--- src/sv/hsl2rgb_pkg.sv ---
package hsl2rgb_pkg;

   localparam int FRACTION_BITS = 16;
   localparam int IN_BITS       = 12;
   localparam int QW            = FRACTION_BITS + 1;
   localparam int CH_COUNT      = 3;
   localparam int PIPE_DEPTH    = 7;

   localparam logic [IN_BITS:0] IN_MAX = 13'd4096;
   localparam logic [QW-1:0]    Q_HALF = QW'(1) << (FRACTION_BITS - 1);

   // hue geometry in degrees
   localparam int ANGLE_W = 9;
   localparam logic [ANGLE_W:0]   DEG_FULL     = 10'd360;
   localparam logic [ANGLE_W-1:0] DEG_RISE_END = 9'd60;
   localparam logic [ANGLE_W-1:0] DEG_HIGH_END = 9'd180;
   localparam logic [ANGLE_W-1:0] DEG_FALL_END = 9'd240;
   localparam logic [ANGLE_W-1:0] RED_OFFSET   = 9'd120;
   localparam logic [ANGLE_W-1:0] BLUE_OFFSET  = 9'd240;

   // ramp step fraction 0..60, product and reciprocal divide by 60
   localparam int FRAC_W    = 6;
   localparam int XW        = QW + FRAC_W;
   localparam int DIV_SHIFT = 32;
   localparam int DIV_MUL_W = 27;
   localparam logic [DIV_MUL_W-1:0] DIV_MUL = DIV_MUL_W'((64'd1 << DIV_SHIFT) / 64'd60);
   localparam int PW        = XW + DIV_MUL_W;
   localparam logic [XW-1:0] DIV_BASE = XW'(60);

   localparam int BW = QW + 8;
   localparam logic [7:0] BYTE_MAX = 8'd255;

   typedef enum logic [1:0] {
      SEG_RISE,
      SEG_HIGH,
      SEG_FALL,
      SEG_LOW
   } seg_type;

   typedef struct packed {
      logic [8:0]  hue_degrees;
      logic [12:0] saturation;
      logic [12:0] lightness;
   } req_type;

   typedef struct packed {
      logic [7:0] red;
      logic [7:0] green;
      logic [7:0] blue;
   } rsp_type;

   function automatic logic [QW-1:0] clamp_unit(input logic [IN_BITS:0] x);
      logic [IN_BITS:0] c;
      c = (x > IN_MAX) ? IN_MAX : x;
      return QW'(c) << (FRACTION_BITS - IN_BITS);
   endfunction

   // angle + offset, modulo 360; angle already below 360
   function automatic logic [ANGLE_W-1:0] wrap_add(input logic [ANGLE_W-1:0] a,
                                                   input logic [ANGLE_W-1:0] off);
      logic [ANGLE_W:0] sum;
      sum = {1'b0, a} + {1'b0, off};
      if (sum >= DEG_FULL) begin
         sum = sum - DEG_FULL;
      end
      return sum[ANGLE_W-1:0];
   endfunction

   function automatic seg_type classify(input logic [ANGLE_W-1:0] a);
      seg_type s;
      if (a < DEG_RISE_END) begin
         s = SEG_RISE;
      end else if (a < DEG_HIGH_END) begin
         s = SEG_HIGH;
      end else if (a < DEG_FALL_END) begin
         s = SEG_FALL;
      end else begin
         s = SEG_LOW;
      end
      return s;
   endfunction

   function automatic logic [FRAC_W-1:0] ramp_frac(input logic [ANGLE_W-1:0] a);
      logic [ANGLE_W-1:0] f;
      if (a < DEG_RISE_END) begin
         f = a;
      end else if (a >= DEG_HIGH_END && a < DEG_FALL_END) begin
         f = DEG_FALL_END - a;
      end else begin
         f = '0;
      end
      return f[FRAC_W-1:0];
   endfunction

endpackage

--- src/sv/hsl_to_rgb_converter_core.sv ---
// hsl to rgb pixel pipeline, seven register stages
// throughput: one pixel per clock; busy is always low, no stalls
// depth is set by the l*s multiply and the reciprocal divide by 60 per channel
// reset (synchronous, active high) clears the valid chain; payload registers are not reset
module hsl_to_rgb_converter_core import hsl2rgb_pkg::*; (
   input  logic    clock,
   input  logic    reset,
   input  logic    start,
   output logic    busy,
   input  req_type req_payload,
   output logic    rsp_valid,
   output rsp_type rsp_payload
);

   logic [PIPE_DEPTH-1:0] valid_ff, valid_in;

   // stage 0: clamp, hue wrap, segment decode
   logic [QW-1:0]     sat0_ff, sat0_in, lit0_ff, lit0_in;
   logic              grey0_ff, grey0_in;
   seg_type           seg0_ff  [CH_COUNT];
   seg_type           seg0_in  [CH_COUNT];
   logic [FRAC_W-1:0] frac0_ff [CH_COUNT];
   logic [FRAC_W-1:0] frac0_in [CH_COUNT];

   // stage 1: p = l*s
   logic [QW-1:0]     p1_ff, p1_in, sat1_ff, lit1_ff;
   logic              grey1_ff;
   seg_type           seg1_ff  [CH_COUNT];
   logic [FRAC_W-1:0] frac1_ff [CH_COUNT];

   // stage 2: bounds
   logic [QW-1:0]     t1_2_ff, t1_2_in, t2_2_ff, t2_2_in, d2_ff, d2_in, lit2_ff;
   logic              grey2_ff;
   seg_type           seg2_ff  [CH_COUNT];
   logic [FRAC_W-1:0] frac2_ff [CH_COUNT];

   // stage 3: d * fraction
   logic [XW-1:0]     x3_ff [CH_COUNT];
   logic [XW-1:0]     x3_in [CH_COUNT];
   logic [QW-1:0]     t1_3_ff, t2_3_ff, lit3_ff;
   logic              grey3_ff;
   seg_type           seg3_ff [CH_COUNT];

   // stage 4: quotient estimate
   logic [QW-1:0]     q4_ff [CH_COUNT];
   logic [QW-1:0]     q4_in [CH_COUNT];
   logic [XW-1:0]     x4_ff [CH_COUNT];
   logic [QW-1:0]     t1_4_ff, t2_4_ff, lit4_ff;
   logic              grey4_ff;
   seg_type           seg4_ff [CH_COUNT];

   // stage 5: corrected quotient, channel level
   logic [QW-1:0]     v5_ff [CH_COUNT];
   logic [QW-1:0]     v5_in [CH_COUNT];
   logic              rnd5_ff;

   // stage 6: scale to byte
   rsp_type           rsp_ff, rsp_in;

   assign busy     = 1'b0;
   assign valid_in = {valid_ff[PIPE_DEPTH-2:0], start & ~busy};

   always_comb begin
      logic [ANGLE_W-1:0] hue;
      logic [ANGLE_W-1:0] ang [CH_COUNT];
      hue = (req_payload.hue_degrees >= DEG_FULL[ANGLE_W-1:0])
            ? req_payload.hue_degrees - DEG_FULL[ANGLE_W-1:0]
            : req_payload.hue_degrees;
      ang[0] = wrap_add(hue, RED_OFFSET);
      ang[1] = hue;
      ang[2] = wrap_add(hue, BLUE_OFFSET);
      sat0_in  = clamp_unit(req_payload.saturation);
      lit0_in  = clamp_unit(req_payload.lightness);
      grey0_in = (req_payload.saturation == '0);
      for (int c = 0; c < CH_COUNT; c++) begin
         seg0_in[c]  = classify(ang[c]);
         frac0_in[c] = ramp_frac(ang[c]);
      end
   end

   always_comb begin
      logic [2*QW-1:0] prod;
      prod  = (2*QW)'(lit0_ff) * (2*QW)'(sat0_ff);
      p1_in = prod[FRACTION_BITS +: QW];
   end

   always_comb begin
      logic [QW:0] t2w;
      logic [QW:0] twol;
      if (lit1_ff < Q_HALF) begin
         t2w = {1'b0, lit1_ff} + {1'b0, p1_ff};
      end else begin
         t2w = {1'b0, lit1_ff} + {1'b0, sat1_ff} - {1'b0, p1_ff};
      end
      twol    = {lit1_ff, 1'b0};
      t2_2_in = t2w[QW-1:0];
      t1_2_in = (twol >= t2w) ? QW'(twol - t2w) : '0;
      d2_in   = t2_2_in - t1_2_in;
   end

   always_comb begin
      for (int c = 0; c < CH_COUNT; c++) begin
         x3_in[c] = XW'(d2_ff) * XW'(frac2_ff[c]);
      end
   end

   // floor(x/60) estimate: low by at most one
   always_comb begin
      logic [PW-1:0] prod;
      for (int c = 0; c < CH_COUNT; c++) begin
         prod     = PW'(x3_ff[c]) * PW'(DIV_MUL);
         q4_in[c] = prod[DIV_SHIFT +: QW];
      end
   end

   always_comb begin
      logic [XW-1:0] rem;
      logic [QW-1:0] q;
      for (int c = 0; c < CH_COUNT; c++) begin
         rem = x4_ff[c] - XW'(q4_ff[c]) * DIV_BASE;
         q   = (rem >= DIV_BASE) ? q4_ff[c] + QW'(1) : q4_ff[c];
         if (grey4_ff) begin
            v5_in[c] = lit4_ff;
         end else begin
            case (seg4_ff[c])
               SEG_RISE: v5_in[c] = t1_4_ff + q;
               SEG_HIGH: v5_in[c] = t2_4_ff;
               SEG_FALL: v5_in[c] = t1_4_ff + q;
               SEG_LOW:  v5_in[c] = t1_4_ff;
               default:  v5_in[c] = t1_4_ff;
            endcase
         end
      end
   end

   always_comb begin
      logic [BW-1:0] w;
      logic [8:0]    b;
      logic [7:0]    ch [CH_COUNT];
      for (int c = 0; c < CH_COUNT; c++) begin
         // v*255 as v*256 - v, grey path truncates
         w = (BW'(v5_ff[c]) << 8) - BW'(v5_ff[c]) + (rnd5_ff ? BW'(Q_HALF) : '0);
         b = w[FRACTION_BITS +: 9];
         ch[c] = (b > 9'(BYTE_MAX)) ? BYTE_MAX : b[7:0];
      end
      rsp_in.red   = ch[0];
      rsp_in.green = ch[1];
      rsp_in.blue  = ch[2];
   end

   always_ff @(posedge clock) begin
      if (reset) begin
         valid_ff <= '0;
      end else begin
         valid_ff <= valid_in;
      end
   end

   always_ff @(posedge clock) begin
      sat0_ff  <= sat0_in;
      lit0_ff  <= lit0_in;
      grey0_ff <= grey0_in;
      seg0_ff  <= seg0_in;
      frac0_ff <= frac0_in;

      p1_ff    <= p1_in;
      sat1_ff  <= sat0_ff;
      lit1_ff  <= lit0_ff;
      grey1_ff <= grey0_ff;
      seg1_ff  <= seg0_ff;
      frac1_ff <= frac0_ff;

      t1_2_ff  <= t1_2_in;
      t2_2_ff  <= t2_2_in;
      d2_ff    <= d2_in;
      lit2_ff  <= lit1_ff;
      grey2_ff <= grey1_ff;
      seg2_ff  <= seg1_ff;
      frac2_ff <= frac1_ff;

      x3_ff    <= x3_in;
      t1_3_ff  <= t1_2_ff;
      t2_3_ff  <= t2_2_ff;
      lit3_ff  <= lit2_ff;
      grey3_ff <= grey2_ff;
      seg3_ff  <= seg2_ff;

      q4_ff    <= q4_in;
      x4_ff    <= x3_ff;
      t1_4_ff  <= t1_3_ff;
      t2_4_ff  <= t2_3_ff;
      lit4_ff  <= lit3_ff;
      grey4_ff <= grey3_ff;
      seg4_ff  <= seg3_ff;

      v5_ff    <= v5_in;
      rnd5_ff  <= ~grey4_ff;

      rsp_ff   <= rsp_in;
   end

   assign rsp_valid   = valid_ff[PIPE_DEPTH-1];
   assign rsp_payload = rsp_ff;

endmodule

--- config.mk ---
export PLATFORM = sky130hd
export DESIGN_NAME = hsl_to_rgb_converter_core
export DESIGN_NICKNAME = d
export VERILOG_FILES = /design/src/sv/hsl2rgb_pkg.sv /design/src/sv/hsl_to_rgb_converter_core.sv
export SDC_FILE = /design/constraint.sdc
export NUM_CORES = 2
export LEC_CHECK = 0
export BUFFER_PORTS_ARGS = -buffer_cell sky130_fd_sc_hd__buf_2
export CAP_MARGIN = 10
export CELL_PAD_IN_SITES_DETAIL_PLACEMENT = 1
export CELL_PAD_IN_SITES_GLOBAL_PLACEMENT = 2
export CORE_ASPECT_RATIO = 1.4
export CORE_MARGIN = 3
export CORE_UTILIZATION = 42
export CTS_CLUSTER_DIAMETER = 50
export DETAILED_ROUTE_END_ITERATION = 12
export PLACE_DENSITY = 0.83
export SYNTH_ARGS = -nofsm -noshare
export SYNTH_HDL_FRONTEND = slang
export SYNTH_SLANG_ARGS = --single-unit
--- constraint.sdc ---
create_clock -name clock -period 10.5 [get_ports clock]
set_input_delay 1.05 -clock clock [delete_from_list [all_inputs] [get_ports clock]]
set_output_delay 1.05 -clock clock [all_outputs]
set_load 0.01 [all_outputs]
==> out/qor.yml <==
io_buffers: 62
rows: 157
hold_path_startpoint: "frac0_ff[15]"
fin_nets: 7571
fmax_mhz: 103
skew_ns: 0.0491
regToRegSetupSlack_ns: 0.78
grt-ovfl-total: 0
maxSlewViolCount: 0
clk_latency_ns: 0.70
gp_congestion: 0.900
worstMarginPinSlew_ns: 1.12
worstRegToRegCells: 41
synth_cell_types: 99
finalSetupViolations: 0
area_growth_pct: 9.19
netlist_area_mm2: 0.0559
synth_warnings: 0
die_x_um: 314
cts.clk_slew.worst_paths_ns: 0.07
hold_depth: 0
dpl.hpwl_mm: 129
max_stage_delay_ns: 0.59
dr_total_vias: 41600
grt_pass1_vias: 46600
die_y_um: 438
die_area_mm2: 0.138
max_slew_margin_pct: 25.1
finalCritPeriodShare_pct: 92.6
track_usage_pct: 23.0
drive_above_1_share_pct: 5.23
avgSynthCellArea_um2: 9.29
antenna_found_initial: 1
cp.arrival_ns: 10.31
drt_iter0_drc: 1481
yosysTopAreaCellShare_pct: 20.9
grt_pass1_wl_mm: 251
startpoint_type: "register"
io_pins: 64
grt_max_degree: 36
end_kind: "register"
synth_seq_cells: 582
hold_viol: 0
synth_area_leaders: "dfxtp_1, ha_1, fa_1, inv_1, xnor2_1"
root_buffer: "clkbuf_16"
cts_tree: "done"
critPathKind: "register to register"
cts_num_sinks: 582
synthCells: 6014
start_util_pct: 42.5
worstPathRequired_ns: 11.09
worstHoldEndpoint: "frac1_ff[15]"
antenna_left: 0
cp_slowest_cell: "fa_1"
cp_max_fo: 7
r2r_start: "q4_ff[0]"
dp.cells: 7716
synth-main-ff-cell: "dfxtp_1"
hp-class: "register to register"
drt_pass1_iterations: 5
layout_min_cycle_time_ns: 9.72
synth_edf_count: 0
status: "finished clean"
synth_top_area_cell: "dfxtp_1"
vias_per_cell: 5.29
ys_seq_area_share_pct: 20.9
cts_made_buffers: 76
fill_cells: 15000
drt_wl_total_mm: 155
r2r_end: "v5_ff[16]"
htree_levels: 3
instances_no_fill: 7864
wl_per_cell_um: 19.8
cap_violations: 0
async_flop_share_pct: 0
synth_nets: 7535
max-clock-path-buffers: 3
drc: 0
core-area_mm2: 0.131
-- what timing repair did --
item                       4_1_cts  5_1_grt
buffers inserted                 0        5
setup endpoints to repair        0       19
hold buffers                     0        0
gates resized for setup          0       26
-- metal layers --
layer | share of wire [%] | vias to the layer above | GRT usage, %
met4 | 3.1 | 0 | 7.66
met1 | 41 | 20900 | 26.9
li1 | - | 19900 | -
met2 | 53 | 519 | 43.5
met5 | 0 | - | 0
met3 | 2.4 | 237 | 2.11
-- state kept, by name, indices dropped and copies added, names as in the netlist, 17 cells and up --
register and flops:
frac1_ff 18, p1_ff 17, t1_2_ff 17, x4_ff 63, frac0_ff 18, q4_ff 51, v5_ff 51, t2_3_ff 17
t2_4_ff 17, d2_ff 17, t2_2_ff 17, t1_4_ff 17, x3_ff 69, t1_3_ff 17, frac2_ff 18, rsp_payload 24
-- cell usage in the layout, fill, tap and decap left out, types with 62 or more instances in the layout --
cell type,n
a21o_1,111
a21oi_1,262
and2_1,170
buf_2,62
clkbuf_16,76
dfxtp_1,582
fa_1,565
ha_1,917
inv_1,914
nand2_1,541
nand3_1,97
nor2_1,266
nor2b_1,75
nor3_1,108
o21a_1,62
o21ai_0,167
o21bai_1,65
xnor2_1,251
xor2_1,106
-- through the flow --
step | util [%] | setup slack [ns] | setup TNS, ns | hold WS (ns) | instance area (µm²)
global placement | 44.2 | 0.427 | 0 | 0.310 | 58100
CTS | 46.3 | 0.151 | 0 | 0.297 | 60900
global route | 46.4 | -0.0126 | -0.0126 | 0.304 | 61000
detailed placement | 44.2 | 0.189 | 0 | 0.313 | 58100
floorplan | - | 1.22 | 0 | 0.310 | 55900
finish | 46.4 | 0.779 | 0 | 0.301 | 61000
-- worst max-delay path by stage --
| stage | startpoint | to | slack, ns | cells past startpoint |
|---|---|---|---|---|
| finish | q4_ff[0] | v5_ff[16] | 0.78 | 41 |
| global placement | q4_ff[17] | v5_ff[33] | 0.43 | 42 |
| detailed placement | q4_ff[0] | v5_ff[16] | 0.19 | 41 |
| global route | q4_ff[0] | v5_ff[16] | -0.01 | 41 |
| CTS | q4_ff[0] | v5_ff[16] | 0.15 | 41 |
| floorplan | q4_ff[0] | v5_ff[16] | 1.22 | 42 |
-- critical path: cells and delay by family (launching register included) --
| family | cells | cell delay, ns |
|---|---|---|
| multiplexers | 1 | 0.20 |
| AND/OR/NAND/NOR | 8 | 1.70 |
| AO/OA/AOI/OAI | 20 | 4.16 |
| flip-flops | 1 | 0.38 |
| XOR/XNOR | 4 | 0.58 |
| adder cells (fa/ha/maj) | 6 | 2.43 |
| buffers and inverters | 2 | 0.14 |
-- cell usage after synthesis (26+ instances only) --
| master | number |
|---|---|
| inv_1 | 914 |
| o21ai_0 | 168 |
| xor2_1 | 106 |
| a21oi_1 | 269 |
| xnor2_1 | 251 |
| nand3_1 | 97 |
| and2_1 | 170 |
| o21bai_1 | 65 |
| fa_1 | 565 |
| and3_1 | 30 |
| a31oi_1 | 31 |
| nor3_1 | 111 |
| ha_1 | 918 |
| mux2i_1 | 57 |
| dfxtp_1 | 582 |
| o21a_1 | 62 |
| a21o_1 | 111 |
| nand4_1 | 35 |
| nor2b_1 | 75 |
| a211oi_1 | 47 |
| clkbuf_1 | 130 |
| nand2_1 | 541 |
| nand2b_1 | 53 |
| nor2_1 | 267 |
| or3_1 | 26 |
-- cells by family (layout without fill, tap and decap cells) --
logic type | Yosys count | in the layout | share of synthesized area (%)
multiplexers | 66 | 66 | 1.20
AND/OR/NAND/NOR | 1500 | 1500 | 13.0
adder cells (fa/ha/maj) | 1483 | 1483 | 40.8
flip-flops | 582 | 582 | 20.9
XOR/XNOR | 359 | 359 | 5.67
other | 1 | 2 | 0.00671
AO/OA/AOI/OAI | 961 | 961 | 11.3
buffers and inverters | 1062 | 1162 | 7.20
-- final cells by class --
class	instances	area [µm²]	area share [%]
Multi-Input combinational cell	4370	40300	66.1
Sequential cell	582	11700	19.1
Inverter	918	3450	5.65
Tap cell	1749	2190	3.59
Clock buffer	90	2030	3.33
Clock inverter	52	778	1.28
Timing Repair Buffer	102	611	1.00
Antenna cell	1	2.50	0.00410
Power is not shown: default switching activity piles up to over one toggle a cycle in this logic, so the estimate is an artifact.
